File: config.mk
export PLATFORM = sky130hd
export DESIGN_NAME = rtt_rto_estimator
export DESIGN_NICKNAME = d
export VERILOG_FILES = /design/src/sv/rre_pkg.sv /design/src/sv/rtt_rto_estimator.sv /design/src/sv/rre_cfg_regs.sv
export SDC_FILE = /design/constraint.sdc
export NUM_CORES = 1
export LEC_CHECK = 0
export BUFFER_PORTS_ARGS = -buffer_cell sky130_fd_sc_hd__buf_2
export CAP_MARGIN = 40
export CORE_ASPECT_RATIO = 0.6
export CORE_UTILIZATION = 62
export DETAILED_ROUTE_END_ITERATION = 8
export HOLD_SLACK_MARGIN = 0.1
export PLACE_DENSITY = 0.83
export SLEW_MARGIN = 20
export SYNTH_ARGS = -nofsm -noshare
export SYNTH_HDL_FRONTEND = slang
export SYNTH_SLANG_ARGS = --single-unit
File: constraint.sdc
create_clock -name clk -period 21 [get_ports clk]
set_input_delay 1.05 -clock clk [delete_from_list [all_inputs] [get_ports clk]]
set_output_delay 1.05 -clock clk [all_outputs]
set_load 0.005 [all_outputs]
File: src/sv/rre_pkg.sv
// ---------------------------------------------------------------------------
// RTT/RTO estimator package
// Shared types, register indexes, reset values and the clamp function.
// ---------------------------------------------------------------------------
`default_nettype none

package rre_pkg;

	localparam int unsigned PADDR_W = 4;
	localparam int unsigned PDATA_W = 32;
	localparam int unsigned RTO_W   = 16;
	localparam int unsigned CNT_W   = 4;
	localparam int unsigned SRTT_W  = 20;
	localparam int unsigned DEV_W   = 19;
	localparam int unsigned SUM_W   = 20;

	localparam logic [1:0] REG_FLOOR   = 2'd0;
	localparam logic [1:0] REG_CEILING = 2'd1;
	localparam logic [1:0] REG_LIMIT   = 2'd2;

	localparam logic [1:0] REQ_NEW     = 2'd0;
	localparam logic [1:0] REQ_MEASURE = 2'd1;
	localparam logic [1:0] REQ_TIMEOUT = 2'd2;

	localparam logic [RTO_W-1:0] FLOOR_RESET   = 16'd1000;
	localparam logic [RTO_W-1:0] CEILING_RESET = 16'd60000;
	localparam logic [CNT_W-1:0] LIMIT_RESET   = 4'd3;
	localparam logic [DEV_W-1:0] DEV_RESET     = 19'd3000;
	localparam logic [RTO_W-1:0] RTO_RESET     = 16'd3000;
	localparam logic [CNT_W-1:0] CNT_MAX       = 4'd15;

	typedef struct packed {
		logic [RTO_W-1:0] rto_floor;
		logic [RTO_W-1:0] rto_ceiling;
		logic [CNT_W-1:0] retransmit_limit;
	} rre_cfg_t;

	function automatic logic [RTO_W-1:0] clamp_rto(
		input logic [SUM_W-1:0] v,
		input logic [RTO_W-1:0] lo,
		input logic [RTO_W-1:0] hi
	);
		logic [RTO_W-1:0] r;
		if (v < {4'd0, lo}) begin
			r = lo;
		end else if (v > {4'd0, hi}) begin
			r = hi;
		end else begin
			r = v[RTO_W-1:0];
		end
		return r;
	endfunction

endpackage

`default_nettype wire

File: src/sv/rtt_rto_estimator.sv
// ---------------------------------------------------------------------------
// RTT/RTO estimator
// Retransmission timeout estimator with smoothed RTT and mean deviation.
// ---------------------------------------------------------------------------
// Each input beat carries a request type and, for measurements, a round
// trip time in milliseconds. Every input beat produces exactly one output
// beat with the timeout, the retransmit count and the give-up flag.
// An accepted beat is held in the input register, where the estimator state
// is updated, and its result is registered into the output register when
// the beat advances. One beat per cycle is sustained while out_ready stays
// high; the state update is a single pass of adds, shifts and compares per
// cycle. When the receiver stalls, the result stays in the output register
// and one more beat is taken into the input register before in_ready drops.
// Reset clears both registers and loads the default limits, a zero smoothed
// RTT, a deviation of 3000 and a timeout of 3000 ms. Configuration is to be
// written over the APB-style port while no beat is in flight; the block does
// not enforce it. New limits take effect at the next measurement or timeout.
// ---------------------------------------------------------------------------
`default_nettype none

module rtt_rto_estimator (
	input  wire logic                         clk,
	input  wire logic                         arst_n,
	input  wire logic                         psel,
	input  wire logic                         penable,
	input  wire logic                         pwrite,
	input  wire logic [rre_pkg::PADDR_W-1:0]  paddr,
	input  wire logic [rre_pkg::PDATA_W-1:0]  pwdata,
	output logic      [rre_pkg::PDATA_W-1:0]  prdata,
	output logic                              pready,
	input  wire logic                         in_valid,
	output logic                              in_ready,
	input  wire logic [1:0]                   req_type,
	input  wire logic [15:0]                  measured_ms,
	output logic                              out_valid,
	input  wire logic                         out_ready,
	output logic      [15:0]                  rto_ms,
	output logic      [3:0]                   retransmits,
	output logic                              give_up
);

	rre_pkg::rre_cfg_t cfg;

	logic        valid_s1;
	logic [1:0]  req_type_s1;
	logic [15:0] measured_s1;
	logic        advance;

	logic [rre_pkg::SRTT_W-1:0] srtt_q;
	logic [rre_pkg::DEV_W-1:0]  dev_q;
	logic [rre_pkg::RTO_W-1:0]  rto_q;
	logic [rre_pkg::CNT_W-1:0]  cnt_q;

	logic [rre_pkg::SRTT_W-1:0] srtt_d;
	logic [rre_pkg::DEV_W-1:0]  dev_d;
	logic [rre_pkg::RTO_W-1:0]  rto_d;
	logic [rre_pkg::CNT_W-1:0]  cnt_d;
	logic                       give_d;

	logic        out_valid_q;
	logic [15:0] rto_out_q;
	logic [3:0]  cnt_out_q;
	logic        give_out_q;

	logic [16:0]                mean;
	logic [16:0]                meas_ext;
	logic [16:0]                mag;
	logic [16:0]                quarter;
	logic                       meas_ge;
	logic [rre_pkg::SRTT_W-1:0] srtt_meas;
	logic [rre_pkg::DEV_W-1:0]  dev_meas;
	logic [rre_pkg::SUM_W-1:0]  rto_sum;
	logic [rre_pkg::SUM_W-1:0]  rto_dbl;
	logic [rre_pkg::CNT_W:0]    cnt_next;

	rre_cfg_regs u_cfg_regs (
		.clk     (clk),
		.arst_n  (arst_n),
		.psel    (psel),
		.penable (penable),
		.pwrite  (pwrite),
		.paddr   (paddr),
		.pwdata  (pwdata),
		.prdata  (prdata),
		.pready  (pready),
		.cfg     (cfg)
	);

	assign advance  = valid_s1 & (~out_valid_q | out_ready);
	assign in_ready = ~valid_s1 | advance;

	always_ff @(posedge clk or negedge arst_n) begin
		if (!arst_n) begin
			valid_s1 <= 1'b0;
		end else if (in_ready) begin
			valid_s1 <= in_valid;
		end
	end

	always_ff @(posedge clk) begin
		if (in_valid && in_ready) begin
			req_type_s1 <= req_type;
			measured_s1 <= measured_ms;
		end
	end

	always_comb begin
		mean      = srtt_q[19:3];
		meas_ext  = {1'b0, measured_s1};
		meas_ge   = meas_ext >= mean;
		mag       = meas_ge ? (meas_ext - mean) : (mean - meas_ext);
		srtt_meas = meas_ge ? (srtt_q + {3'd0, mag}) : (srtt_q - {3'd0, mag});
		quarter   = dev_q[18:2];
		dev_meas  = dev_q + {2'd0, mag} - {2'd0, quarter};
		rto_sum   = {3'd0, srtt_meas[19:3]} + {1'b0, dev_meas};
		rto_dbl   = {3'd0, rto_q, 1'b0};
		cnt_next  = {1'b0, cnt_q} + 5'd1;

		srtt_d = srtt_q;
		dev_d  = dev_q;
		rto_d  = rto_q;
		cnt_d  = cnt_q;
		give_d = 1'b0;
		case (req_type_s1)
			rre_pkg::REQ_NEW: begin
				cnt_d = '0;
			end
			rre_pkg::REQ_MEASURE: begin
				srtt_d = srtt_meas;
				dev_d  = dev_meas;
				rto_d  = rre_pkg::clamp_rto(rto_sum, cfg.rto_floor, cfg.rto_ceiling);
			end
			rre_pkg::REQ_TIMEOUT: begin
				rto_d  = rre_pkg::clamp_rto(rto_dbl, cfg.rto_floor, cfg.rto_ceiling);
				give_d = cnt_next > {1'b0, cfg.retransmit_limit};
				cnt_d  = cnt_next[4] ? rre_pkg::CNT_MAX : cnt_next[3:0];
			end
			default: ;
		endcase
	end

	always_ff @(posedge clk or negedge arst_n) begin
		if (!arst_n) begin
			srtt_q <= '0;
			dev_q  <= rre_pkg::DEV_RESET;
			rto_q  <= rre_pkg::RTO_RESET;
			cnt_q  <= '0;
		end else if (advance) begin
			srtt_q <= srtt_d;
			dev_q  <= dev_d;
			rto_q  <= rto_d;
			cnt_q  <= cnt_d;
		end
	end

	always_ff @(posedge clk or negedge arst_n) begin
		if (!arst_n) begin
			out_valid_q <= 1'b0;
		end else if (advance) begin
			out_valid_q <= 1'b1;
		end else if (out_ready) begin
			out_valid_q <= 1'b0;
		end
	end

	always_ff @(posedge clk) begin
		if (advance) begin
			rto_out_q  <= rto_d;
			cnt_out_q  <= cnt_d;
			give_out_q <= give_d;
		end
	end

	assign out_valid   = out_valid_q;
	assign rto_ms      = rto_out_q;
	assign retransmits = cnt_out_q;
	assign give_up     = give_out_q;

endmodule

`default_nettype wire

File: src/sv/rre_cfg_regs.sv
// ---------------------------------------------------------------------------
// RTT/RTO estimator configuration registers
// APB-style register file holding the timeout floor, ceiling and limit.
// ---------------------------------------------------------------------------
`default_nettype none

module rre_cfg_regs (
	input  wire logic                         clk,
	input  wire logic                         arst_n,
	input  wire logic                         psel,
	input  wire logic                         penable,
	input  wire logic                         pwrite,
	input  wire logic [rre_pkg::PADDR_W-1:0]  paddr,
	input  wire logic [rre_pkg::PDATA_W-1:0]  pwdata,
	output logic      [rre_pkg::PDATA_W-1:0]  prdata,
	output logic                              pready,
	output rre_pkg::rre_cfg_t                 cfg
);

	rre_pkg::rre_cfg_t cfg_q;
	logic              wr_en;
	logic [1:0]        idx;

	assign pready = 1'b1;
	assign idx    = paddr[3:2];
	assign wr_en  = psel & penable & pwrite;
	assign cfg    = cfg_q;

	always_ff @(posedge clk or negedge arst_n) begin
		if (!arst_n) begin
			cfg_q.rto_floor        <= rre_pkg::FLOOR_RESET;
			cfg_q.rto_ceiling      <= rre_pkg::CEILING_RESET;
			cfg_q.retransmit_limit <= rre_pkg::LIMIT_RESET;
		end else if (wr_en) begin
			case (idx)
				rre_pkg::REG_FLOOR:   cfg_q.rto_floor        <= pwdata[15:0];
				rre_pkg::REG_CEILING: cfg_q.rto_ceiling      <= pwdata[15:0];
				rre_pkg::REG_LIMIT:   cfg_q.retransmit_limit <= pwdata[3:0];
				default: ;
			endcase
		end
	end

	always_comb begin
		case (idx)
			rre_pkg::REG_FLOOR:   prdata = {16'd0, cfg_q.rto_floor};
			rre_pkg::REG_CEILING: prdata = {16'd0, cfg_q.rto_ceiling};
			rre_pkg::REG_LIMIT:   prdata = {28'd0, cfg_q.retransmit_limit};
			default:              prdata = '0;
		endcase
	end

endmodule

`default_nettype wire
==> metrics.txt, run 1 <==
# TYPE chip_impl_metric gauge
chip_impl_metric{name="fin_crit",unit="ps"} 10590
chip_impl_metric{name="io_pins",unit=""} 117
chip_impl_metric{name="grt_start_max_net_pins",unit=""} 41
chip_impl_metric{name="floorplan.die_area",unit="mm2"} 0.0209
chip_impl_info{name="slowest_stage",value="o31ai_1"} 1
chip_impl_metric{name="antenna_found_initial",unit=""} 0
chip_impl_metric{name="final_period_utilization",unit=""} 0.504
chip_impl_metric{name="wirelength",unit="um"} 33400
chip_impl_metric{name="post_drt_via_cell_ratio",unit=""} 6.12
chip_impl_metric{name="design.core.area",unit="mm2"} 0.0194
chip_impl_metric{name="antenna_cells",unit=""} 0
chip_impl_metric{name="wl_per_cell",unit="um"} 18.9
chip_impl_metric{name="final_hpwl_from_detailed_placement",unit="um"} 25800
chip_impl_metric{name="clock_latency",unit="ps"} 440
chip_impl_metric{name="fillers",unit=""} 1488
chip_impl_metric{name="detail_route.drc_violations",unit=""} 0
chip_impl_metric{name="drt-initial-drc-count",unit=""} 1135
chip_impl_info{name="crit_path_start_kind",value="flip-flop"} 1
chip_impl_info{name="unrepaired_setup_endpoints_after_global_routing",value="false"} 1
chip_impl_info{name="r2r_start",value="srtt_q[6]"} 1
chip_impl_metric{name="postCtsResizedCells",unit=""} 0
chip_impl_metric{name="synth.distinct_cells",unit=""} 83
chip_impl_metric{name="synthCells",unit=""} 1413
chip_impl_info{name="hold_class",value="reg2reg"} 1
chip_impl_metric{name="route.vias.total",unit=""} 10804
chip_impl_info{name="most-common-layout-cells",value="ha_1 (159), inv_1 (152), nand2_1 (119)"} 1
chip_impl_metric{name="grt_pass1_wl",unit="um"} 53600
chip_impl_metric{name="numCtsBuffers",unit=""} 17
chip_impl_metric{name="clock-sinks",unit=""} 136
chip_impl_metric{name="htree_num_levels",unit=""} 4
chip_impl_info{name="crit_path_end_kind",value="flip-flop"} 1
chip_impl_metric{name="worst-slew-pin-transition",unit="ps"} 745
chip_impl_metric{name="slew_headroom",unit=""} 0.499
chip_impl_metric{name="avgSynthCellArea",unit="um2"} 8.89
chip_impl_metric{name="design.final.nets",unit=""} 1727
chip_impl_metric{name="route.antenna.remaining_nets",unit=""} 0
chip_impl_info{name="cts_tree",value="built"} 1
chip_impl_metric{name="multiInputGateArea",unit="mm2"} 0.00812
chip_impl_metric{name="gr-total-overflow",unit=""} 0
chip_impl_metric{name="layout.core_utilization",unit=""} 0.711
chip_impl_metric{name="globalplace.congestion",unit=""} 0.970
chip_impl_info{name="layout.cells.most_common",value="ha_1"} 1
chip_impl_metric{name="yosysWarningCount",unit=""} 0
chip_impl_metric{name="place_inst",unit=""} 1730
chip_impl_metric{name="dieWidth",unit="um"} 186
chip_impl_metric{name="synth.ff_latch_count",unit=""} 136
chip_impl_info{name="cts_root_buf",value="clkbuf_16"} 1
chip_impl_metric{name="achievable-frequency",unit="MHz"} 94.5
chip_impl_metric{name="crit_path_max_incr_delay",unit="ps"} 620
chip_impl_metric{name="chipHeight",unit="um"} 112
chip_impl_metric{name="effective_utilization_at_floorplan",unit=""} 0.647
chip_impl_metric{name="groute.usage.overall",unit=""} 0.333
chip_impl_metric{name="post_cts_hold_buffer_count",unit=""} 0
chip_impl_metric{name="timing.reg2reg.worst_path_depth",unit=""} 36
chip_impl_info{name="synth_ff_type",value="dfrtp_1"} 1
chip_impl_metric{name="sequential_cell_area",unit="mm2"} 0.00363
chip_impl_metric{name="synth-edff-count",unit=""} 39
chip_impl_metric{name="postCtsSetupBuffers",unit=""} 0
chip_impl_metric{name="clock_path_buffers",unit=""} 2
chip_impl_metric{name="detailedRoute.firstPassIterationCount",unit=""} 8
chip_impl_metric{name="slew_violations",unit=""} 0
chip_impl_metric{name="hold_viol_final",unit=""} 0
chip_impl_metric{name="drive_above_1_share",unit=""} 0.151
chip_impl_info{name="result_of_the_run",value="finished clean"} 1
chip_impl_metric{name="post_synth_instance_area",unit="mm2"} 0.0126
chip_impl_info{name="crit_path_start",value="srtt_q[6]"} 1
chip_impl_metric{name="setup-violations-final",unit=""} 0
chip_impl_metric{name="synth-async-reset-ratio",unit=""} 0.713
chip_impl_metric{name="hold-path-cell-count",unit=""} 2
chip_impl_metric{name="finalSetupTns",unit="ps"} 0
chip_impl_info{name="worst_hold_startpoint",value="srtt_q[2]"} 1
chip_impl_metric{name="critical_path_required",unit="ps"} 21170
chip_impl_metric{name="arrival",unit="ps"} 10760
chip_impl_metric{name="numPortBuffers",unit=""} 81
chip_impl_info{name="critPathMostFrequentCell",value="a21oi_1"} 1
chip_impl_metric{name="clkSlewWorstSetupHoldPaths",unit="ps"} 60
chip_impl_metric{name="layout-area-overhead-vs-synth",unit="%"} 9.88
chip_impl_metric{name="synth_sequential_area_ratio",unit=""} 0.289
chip_impl_metric{name="path_max_fanout",unit=""} 19
chip_impl_metric{name="skew_final",unit="ps"} 9.06
chip_impl_info{name="timing.setup.critical_path_class",value="reg2reg"} 1
chip_impl_metric{name="first_global_vias",unit=""} 10182
chip_impl_metric{name="num_rows",unit=""} 39
chip_impl_metric{name="post_layout_nonfiller_instances",unit=""} 1765
chip_impl_metric{name="max-cap-violations",unit=""} 0
==> critical path, delay by kind of cell, from the launching register on <==
kind                       cells  cell delay, ps
buffers and inverters          1             240
AOI/OAI and AO/OA             21            6140
xor gates and xnor gates       1             390
and+or+nand+nor                8            1380
adders and majority gates      5            1760
DFF                            1             420
==> per-layer routing <==
layer / global-route usage / share of wire / vias up / wire (um)
met3: 0.0973 / 0.11 / 39 / 3590
li1: - / - / 5113 / -
met5: 0 / 0 / - / 0
met2: 0.447 / 0.39 / 534 / 13100
met4: 0.0727 / 0.012 / 0 / 387
met1: 0.518 / 0.49 / 5118 / 16400
==> layout make-up <==
| type | instances | share of cell area |
|---|---|---|
| Timing Repair Buffer | 96 | 0.0404 |
| Inverter | 153 | 0.0416 |
| Sequential cell | 136 | 0.263 |
| Clock buffer | 19 | 0.0336 |
| Clock inverter | 13 | 0.00915 |
| Tap cell | 266 | 0.0241 |
| Multi-Input combinational cell | 1082 | 0.588 |
==> synthesized netlist by cell type (4+ instances only) <==
master,number,area (um2)
a211oi_1,11,82.6
a21o_1,33,248
a21oi_1,110,551
a221o_1,4,40.0
a221oi_1,5,43.8
a31oi_1,10,62.6
a41oi_1,4,35.0
and2_1,11,68.8
and3_1,8,50.1
buf_4,18,135
clkbuf_1,30,113
dfrtp_1,68,1700
dfstp_2,29,762
edfxtp_1,39,1170
fa_1,21,420
ha_1,159,1990
inv_1,152,571
mux2_2,40,450
mux2i_1,34,340
nand2_1,120,450
nand2b_1,11,68.8
nand3_1,33,165
nand4_1,17,106
nor2_1,89,334
nor2b_1,14,87.6
nor3_1,24,120
nor3b_1,6,45.0
o211ai_1,16,120
o21a_1,19,143
o21ai_0,100,500
o21bai_1,10,75.1
o31ai_1,4,30.0
or2_2,6,37.5
xnor2_1,53,464
xor2_1,23,201
==> state kept, by name, indices dropped and copies added (netlist names), 4 cells and up <==
register / cells
measured_s1: 16
srtt_q: 20
rto_ms: 16
cnt_q: 4
rto_q: 16
dev_q: 19
u_cfg_regs.cfg: 36
retransmits: 4
==> through the flow <==
step	area (um2)	setup slack [ps]	hold WS (ps)
after floorplan	12600	12860	456
after global placement	13100	11000	478
after detailed placement	13200	10770	500
after CTS	13800	10660	515
after global routing	13800	10110	526
final	13800	10410	512
==> path summary, 6_finish.rpt <==
| check | end | slack (ps) |
|---|---|---|
| max | rto_ms[9] | 10410 |
| min | srtt_q[2] | 510 |
| max reg2reg | rto_ms[9] | 10410 |
| min reg2reg | srtt_q[2] | 510 |
| max in group asynchronous | u_cfg_regs.cfg[19] | 19370 |
| min in group asynchronous | srtt_q[0] | 530 |
==> cells by family (layout without fill, tap and decap cells) <==
kind of cell	Yosys count	count (layout)	share of synthesized area
DFF	136	136	0.289
buffers and inverters	210	281	0.0703
xor gates and xnor gates	79	79	0.0577
and+or+nand+nor	358	358	0.136
AOI/OAI and AO/OA	373	373	0.190
other	2	17	0.000598
muxes	75	75	0.0647
adders and majority gates	180	180	0.192
Power of run 1 is not shown: default switching activity piles up to over one toggle a cycle in this logic, so the estimate is an artifact.
==> run 2: changes to the inputs <==
--- a/config.mk
+++ b/config.mk
@@ -8,10 +8,10 @@
 export BUFFER_PORTS_ARGS = -buffer_cell sky130_fd_sc_hd__buf_2
 export CAP_MARGIN = 40
 export CORE_ASPECT_RATIO = 0.6
-export CORE_UTILIZATION = 62
+export CORE_UTILIZATION = 56
 export DETAILED_ROUTE_END_ITERATION = 8
 export HOLD_SLACK_MARGIN = 0.1
-export PLACE_DENSITY = 0.83
+export PLACE_DENSITY = 0.79
 export SLEW_MARGIN = 20
 export SYNTH_ARGS = -nofsm -noshare
 export SYNTH_HDL_FRONTEND = slang
==> constraint.sdc (replaced) <==
create_clock -name clk -period 8.49 [get_ports clk]
set_input_delay 0.4245 -clock clk [delete_from_list [all_inputs] [get_ports clk]]
set_output_delay 0.4245 -clock clk [all_outputs]
set_load 0.005 [all_outputs]
==> run 2 against run 1 <==
The run now ends with setup timing left; clock-buffer cell count rose by 1; via count is 7.3% higher; global-route usage decreased by 2.2 points; setup slack worse by 10000 ps; cell area rose by 13%.
==> metrics.txt, run 2 (synthesis results as in run 1) <==
# TYPE chip_impl_metric gauge
chip_impl_metric{name="skew_final",unit="ps"} 13.0
chip_impl_info{name="critPathMostFrequentCell",value="a21oi_2"} 1
chip_impl_info{name="reg2reg_to",value="rto_ms[12]"} 1
chip_impl_info{name="r2r_start",value="srtt_q[9]"} 1
chip_impl_metric{name="largest_register_ff_count",unit=""} 36
chip_impl_info{name="cts_tree",value="built"} 1
chip_impl_info{name="hold_class",value="in2reg"} 1
chip_impl_metric{name="groute.usage.overall",unit=""} 0.311
chip_impl_metric{name="setup-violations-final",unit=""} 4
chip_impl_metric{name="first_global_vias",unit=""} 10691
chip_impl_metric{name="grt_start_max_net_pins",unit=""} 52
chip_impl_metric{name="antenna_cells",unit=""} 0
chip_impl_metric{name="crit_path_max_incr_delay",unit="ps"} 450
chip_impl_metric{name="detail_route.drc_violations",unit=""} 0
chip_impl_metric{name="achievable-frequency",unit="MHz"} 117
chip_impl_metric{name="design.core.area",unit="mm2"} 0.0220
chip_impl_metric{name="fin_crit",unit="ps"} 8520
chip_impl_info{name="layout.cells.most_common",value="buf_4"} 1
chip_impl_info{name="unrepaired_setup_endpoints_after_global_routing",value="true"} 1
chip_impl_metric{name="max-cap-violations",unit=""} 0
chip_impl_metric{name="io_pins",unit=""} 117
chip_impl_metric{name="drt-initial-drc-count",unit=""} 1125
chip_impl_metric{name="chipHeight",unit="um"} 118
chip_impl_info{name="violations",value="setup timing"} 1
chip_impl_metric{name="design.final.nets",unit=""} 1880
chip_impl_metric{name="floorplan.die_area",unit="mm2"} 0.0231
chip_impl_metric{name="clock-sinks",unit=""} 136
chip_impl_metric{name="clkSlewWorstSetupHoldPaths",unit="ps"} 70
chip_impl_info{name="slowest_stage",value="or4_4"} 1
chip_impl_metric{name="clock_latency",unit="ps"} 440
chip_impl_metric{name="dieWidth",unit="um"} 195
chip_impl_metric{name="htree_num_levels",unit=""} 4
chip_impl_metric{name="grt_pass1_wl",unit="um"} 56400
chip_impl_metric{name="hold_viol_final",unit=""} 0
chip_impl_info{name="most-common-layout-cells",value="buf_4 (153), ha_1 (151), inv_1 (150)"} 1
chip_impl_metric{name="drive_above_1_share",unit=""} 0.288
chip_impl_metric{name="arrival",unit="ps"} 8690
chip_impl_metric{name="gr-total-overflow",unit=""} 0
chip_impl_info{name="crit_path_start_kind",value="flip-flop"} 1
chip_impl_metric{name="antenna_found_initial",unit=""} 0
chip_impl_metric{name="numCtsBuffers",unit=""} 17
chip_impl_metric{name="final_hpwl_from_detailed_placement",unit="um"} 27400
chip_impl_metric{name="layout-area-overhead-vs-synth",unit="%"} 24.0
chip_impl_metric{name="wirelength",unit="um"} 36800
chip_impl_metric{name="route.antenna.remaining_nets",unit=""} 0
chip_impl_metric{name="detailedRoute.firstPassIterationCount",unit=""} 7
chip_impl_metric{name="layout_setup_ws",unit="ps"} -26.7
chip_impl_info{name="crit_path_start",value="srtt_q[9]"} 1
chip_impl_metric{name="r2r_setup_slk",unit="ps"} -30
chip_impl_info{name="timing.setup.critical_path_class",value="reg2reg"} 1
chip_impl_metric{name="critical_path_required",unit="ps"} 8660
chip_impl_info{name="crit_path_end_kind",value="flip-flop"} 1
chip_impl_metric{name="wl_per_cell",unit="um"} 19.0
chip_impl_metric{name="route.vias.total",unit=""} 11589
chip_impl_metric{name="numPortBuffers",unit=""} 81
chip_impl_info{name="cts_root_buf",value="clkbuf_16"} 1
chip_impl_metric{name="effective_utilization_at_floorplan",unit=""} 0.571
chip_impl_metric{name="worst-slew-pin-transition",unit="ps"} 737
chip_impl_info{name="cp-endpoint",value="rto_ms[12]"} 1
chip_impl_info{name="result_of_the_run",value="complete, but fails checks"} 1
chip_impl_metric{name="post_drt_via_cell_ratio",unit=""} 5.98
chip_impl_metric{name="timing.reg2reg.worst_path_depth",unit=""} 40
chip_impl_metric{name="slew_headroom",unit=""} 0.507
chip_impl_metric{name="finalSetupTns",unit="ps"} -55.4
chip_impl_metric{name="final_period_utilization",unit=""} 1.00
chip_impl_metric{name="path_max_fanout",unit=""} 8
chip_impl_metric{name="clock_path_buffers",unit=""} 2
chip_impl_metric{name="num_rows",unit=""} 42
chip_impl_metric{name="slew_violations",unit=""} 0
chip_impl_metric{name="globalplace.congestion",unit=""} 0.950
-- run 2: cell types whose count changed in the layout (fill, tap and decap cells not counted), moves of 10 or more --
cell,delta
buf_4,+142
a21oi_1,-31
a21oi_2,+28
o21ai_0,-15
buf_6,+10
o21ai_1,+10
-- run 2: critical path: cells and delay by family, from the launching register on --
kind | cells | cell delay, ps
AO/OA/AOI/OAI | 18 | 3620
buffers and inverters | 6 | 800
flip-flops | 1 | 390
adder cells (fa/ha/maj) | 4 | 1220
XOR/XNOR | 4 | 780
AND/OR/NAND/NOR | 7 | 1130
multiplexers | 1 | 270
-- run 2: how the worst min path moves through the flow --
stage / start / end / slack, ps / cells after the start
2_1_floorplan: arst_n / cnt_q[0] / 130 / 0
3_3_place_gp: srtt_q[2] / srtt_q[2] / 480 / 2
3_5_place_dp: arst_n / srtt_q[0] / 490 / 1
4_1_cts: measured_ms[6] / measured_s1[6] / 150 / 1
5_1_grt: measured_ms[6] / measured_s1[6] / 150 / 1
6_report: measured_ms[12] / measured_s1[12] / 160 / 1
-- run 2: layout make-up --
cell class	count	area (um2)
sequential	136	3630
clock buffer	20	479
inverter	153	574
tap	286	358
timing repair buffer	249	1760
fill	1605	6430
clock inverter	12	113
multi-input combinational	1082	8660
-- run 2: repair_timing --
action                                  in CTS  in global routing
resized for setup                            8                136
pin swaps                                    3                 85
endpoints found under the hold margin       32                  0
endpoints found under the setup margin      32                 32
hold buffers                                 1                  0
gates cloned                                 0                  1
setup buffers                                2                 32
-- run 2: through the flow --
step	setup slack [ps]	hold slack [ps]	std cells	util	cell area, um2
2_1_floorplan	355	129	1428	-	12600
3_3_place_gp	66.3	477	1868	0.640	14100
3_5_place_dp	-159	491	1871	0.642	14100
4_1_cts	6.57	151	1906	0.672	14800
5_1_grt	-343	149	1938	0.708	15600
6_report	-26.7	158	1938	0.708	15600
-- run 2: layer usage --
| metal | track usage | up-vias | routed length, um | share of wire |
|---|---|---|---|---|
| met5 | 0 | - | 0 | 0 |
| met4 | 0.0468 | 0 | 314 | 0.0085 |
| met3 | 0.0708 | 39 | 3870 | 0.11 |
| met2 | 0.436 | 541 | 15300 | 0.42 |
| met1 | 0.487 | 5578 | 17300 | 0.47 |
| li1 | - | 5431 | - | - |
Power of run 2 is left out for the same reason.
==> run 3: changes to the inputs <==
--- a/config.mk
+++ b/config.mk
@@ -5,13 +5,14 @@
 export SDC_FILE = /design/constraint.sdc
 export NUM_CORES = 1
 export LEC_CHECK = 0
+export ABC_AREA = 1
 export BUFFER_PORTS_ARGS = -buffer_cell sky130_fd_sc_hd__buf_2
 export CAP_MARGIN = 40
 export CORE_ASPECT_RATIO = 0.6
 export CORE_UTILIZATION = 56
 export DETAILED_ROUTE_END_ITERATION = 8
 export HOLD_SLACK_MARGIN = 0.1
-export PLACE_DENSITY = 0.79
+export PLACE_DENSITY = 0.78
 export SLEW_MARGIN = 20
 export SYNTH_ARGS = -nofsm -noshare
 export SYNTH_HDL_FRONTEND = slang
==> run 3 against run 2 <==
The flow now finishes without violations; hold slack worse by 18 ps; area after synthesis up 10%; final cell count grew 24%; critical path depth grew 6; via count rose by 18%; non-clock buffer count decreased by 120; clock-buffer cell count decreased by 1; global-route usage rose by 4.4 points; clock skew fell by 1.8 ps; routed wire length grew 20%; highest routed layer unchanged.
==> metrics.txt, run 3 <==
# TYPE chip_impl_metric gauge
chip_impl_metric{name="gr-total-overflow",unit=""} 0
chip_impl_metric{name="grt_util_met2",unit=""} 0.417
chip_impl_info{name="globalRoute.busiestLayer",value="met1"} 1
chip_impl_info{name="yosysTopAreaCell",value="nand2_1"} 1
chip_impl_metric{name="synth-adder-area-share",unit=""} 0.174
chip_impl_metric{name="clock_latency",unit="ps"} 460
chip_impl_metric{name="yosys.area_share.simple",unit=""} 0.266
chip_impl_metric{name="synth_sequential_area_ratio",unit=""} 0.262
chip_impl_metric{name="synthCells",unit=""} 1976
chip_impl_metric{name="synth.distinct_cells",unit=""} 53
chip_impl_info{name="crit_path_start_kind",value="flip-flop"} 1
chip_impl_metric{name="skew_final",unit="ps"} 11.2
chip_impl_metric{name="finalSetupTns",unit="ps"} 0
chip_impl_metric{name="synth-async-reset-ratio",unit=""} 0.713
chip_impl_metric{name="avgSynthCellArea",unit="um2"} 7.02
chip_impl_metric{name="globalplace.congestion",unit=""} 1.00
chip_impl_metric{name="synthXorXnorAreaFrac",unit=""} 0.0505
chip_impl_metric{name="groute.usage.overall",unit=""} 0.355
chip_impl_metric{name="detail_route.drc_violations",unit=""} 0
chip_impl_metric{name="num_rows",unit=""} 44
chip_impl_info{name="worst_hold_startpoint",value="measured_ms[7]"} 1
chip_impl_info{name="dominant_combinational_cell_family_by_area_after_synthesis",value="simple AND/OR/NAND/NOR gates"} 1
chip_impl_info{name="synth_top_cells_by_count",value="nand2_1 (539), inv_1 (312), ha_1 (159)"} 1
chip_impl_metric{name="slew_headroom",unit=""} 0.473
chip_impl_metric{name="worst_slack_at_placement",unit="ps"} 321
chip_impl_info{name="r2r_start",value="measured_s1[11]"} 1
chip_impl_metric{name="setup-violations-final",unit=""} 0
chip_impl_metric{name="synth.ff_latch_count",unit=""} 136
chip_impl_metric{name="yosys.area.top_type_share",unit=""} 0.146
chip_impl_metric{name="r2r_setup_slk",unit="ps"} 330
chip_impl_info{name="crit_path_start",value="measured_s1[11]"} 1
chip_impl_info{name="critPathMostFrequentCell",value="nand2_1"} 1
chip_impl_metric{name="place_inst",unit=""} 2363
chip_impl_metric{name="post_layout_nonfiller_instances",unit=""} 2403
chip_impl_metric{name="crit_path_max_incr_delay",unit="ps"} 390
chip_impl_metric{name="effective_utilization_at_floorplan",unit=""} 0.573
chip_impl_metric{name="final_std_cell_area_no_fill",unit="mm2"} 0.0155
chip_impl_info{name="synthTopCellsByArea",value="nand2_1 (15%), ha_1 (14%), dfrtp_1 (12%)"} 1
chip_impl_metric{name="sequential_cell_area",unit="mm2"} 0.00363
chip_impl_metric{name="arrival",unit="ps"} 8350
chip_impl_metric{name="synth-compound-area-share",unit=""} 0.131
chip_impl_metric{name="final_hpwl_from_detailed_placement",unit="um"} 35500
chip_impl_metric{name="post_synth_instance_area",unit="mm2"} 0.0139
chip_impl_info{name="synth.most_common_cell",value="nand2_1"} 1
chip_impl_metric{name="wirelength",unit="um"} 44200
chip_impl_info{name="slowest_stage",value="edfxtp_1"} 1
chip_impl_info{name="hold_class",value="in2reg"} 1
chip_impl_info{name="most-common-layout-cells",value="nand2_1 (537), inv_1 (312), ha_1 (155)"} 1
chip_impl_info{name="timing.setup.critical_path_class",value="reg2reg"} 1
chip_impl_metric{name="grt_start_max_net_pins",unit=""} 58
chip_impl_metric{name="layout_setup_ws",unit="ps"} 333
chip_impl_metric{name="io_pins",unit=""} 117
chip_impl_info{name="crit_path_end_kind",value="flip-flop"} 1
chip_impl_metric{name="clkSlewWorstSetupHoldPaths",unit="ps"} 70
chip_impl_metric{name="first_global_vias",unit=""} 11992
chip_impl_metric{name="post_drt_via_cell_ratio",unit=""} 5.68
chip_impl_metric{name="hold_viol_final",unit=""} 0
chip_impl_metric{name="fin_crit",unit="ps"} 8160
chip_impl_info{name="result_of_the_run",value="finished clean"} 1
chip_impl_metric{name="detailedRoute.firstPassIterationCount",unit=""} 8
chip_impl_metric{name="groute.layer.met1.usage",unit=""} 0.572
chip_impl_metric{name="fillers",unit=""} 2201
chip_impl_metric{name="design.core.area",unit="mm2"} 0.0242
chip_impl_metric{name="route.vias.total",unit=""} 13639
chip_impl_metric{name="final_period_utilization",unit=""} 0.961
chip_impl_info{name="layout.cells.most_common",value="nand2_1"} 1
chip_impl_metric{name="drive_above_1_share",unit=""} 0.125
chip_impl_metric{name="clock_path_buffers",unit=""} 2
chip_impl_metric{name="floorplan.die_area",unit="mm2"} 0.0254
chip_impl_metric{name="grt_util_met3",unit=""} 0.142
chip_impl_metric{name="wl_per_cell",unit="um"} 18.4
chip_impl_info{name="cts_tree",value="built"} 1
chip_impl_metric{name="max-cap-violations",unit=""} 0
chip_impl_metric{name="numCtsBuffers",unit=""} 17
chip_impl_metric{name="design.final.nets",unit=""} 2309
chip_impl_metric{name="slew_violations",unit=""} 0
chip_impl_metric{name="route.antenna.remaining_nets",unit=""} 0
chip_impl_metric{name="dpl_cell_area",unit="mm2"} 0.0147
chip_impl_metric{name="worst-slew-pin-transition",unit="ps"} 790
chip_impl_metric{name="synth_mux_area_frac",unit=""} 0
chip_impl_info{name="synth_ff_type",value="dfrtp_1"} 1
chip_impl_metric{name="antenna_found_initial",unit=""} 0
chip_impl_metric{name="multiInputGateArea",unit="mm2"} 0.00874
chip_impl_metric{name="antenna_cells",unit=""} 0
chip_impl_metric{name="numPortBuffers",unit=""} 81
chip_impl_metric{name="largest_register_ff_count",unit=""} 36
chip_impl_metric{name="synth-edff-count",unit=""} 39
chip_impl_info{name="cts_root_buf",value="clkbuf_16"} 1
chip_impl_metric{name="chipHeight",unit="um"} 124
chip_impl_metric{name="htree_num_levels",unit=""} 4
chip_impl_metric{name="layout-area-overhead-vs-synth",unit="%"} 11.6
chip_impl_metric{name="achievable-frequency",unit="MHz"} 123
chip_impl_metric{name="dieWidth",unit="um"} 205
chip_impl_metric{name="clock-sinks",unit=""} 136
chip_impl_metric{name="path_max_fanout",unit=""} 16
chip_impl_metric{name="critical_path_required",unit="ps"} 8680
chip_impl_metric{name="grt_pass1_wl",unit="um"} 67000
chip_impl_metric{name="drt-initial-drc-count",unit=""} 1793
chip_impl_metric{name="yosysWarningCount",unit=""} 0
## run 3: final timing paths
check                                endpoint  cells past startpoint
max                                rto_ms[14]                     46
min                            measured_s1[7]                      1
max reg2reg                        rto_ms[14]                     46
min reg2reg                u_cfg_regs.cfg[33]                      2
max in group asynchronous            valid_s1                      3
min in group asynchronous           rto_q[10]                      2
## run 3: worst max-delay path: cells and delay by family (launching register included)
kind | cells | cell delay (ps)
adders and majority gates | 5 | 1640
AOI/OAI and AO/OA | 3 | 440
xor gates and xnor gates | 3 | 640
and+or+nand+nor | 27 | 3690
buffers and inverters | 8 | 1050
DFF | 1 | 390
## run 3: what timing repair did
| action | CTS | global route |
|---|---|---|
| hold endpoints to repair | 35 | 0 |
| setup endpoints to repair | 0 | 32 |
| hold buffers | 1 | 0 |
| gates resized for setup | 0 | 20 |
| setup buffers | 0 | 3 |
## run 3: cell families after synthesis
family          Yosys count
xor+xnor                 80
buf+inv                 397
compound gates          323
simple gates            858
other cells               2
flops                   136
fa+ha+maj               180
## run 3: stage by stage
stage	util	hold WS, ps
floorplan	-	129
global placement	0.604	467
detailed placement	0.607	476
CTS	0.633	122
global route	0.639	125
finish	0.639	139
## run 3: cell type report
type | instances | share of cell area
multi-input combinational | 1458 | 0.565
sequential | 136 | 0.235
inverter | 326 | 0.0790
timing repair buffer | 129 | 0.0554
clock buffer | 19 | 0.0300
tap | 322 | 0.0260
clock inverter | 13 | 0.00986
## run 3: layer usage
layer  vias up  routed length (um)
met3        36                6220
met2       733               15200
met4         0                 368
met5         -                   0
li1       6553                   -
met1      6317               22400
Power of run 3 is left out for the same reason.
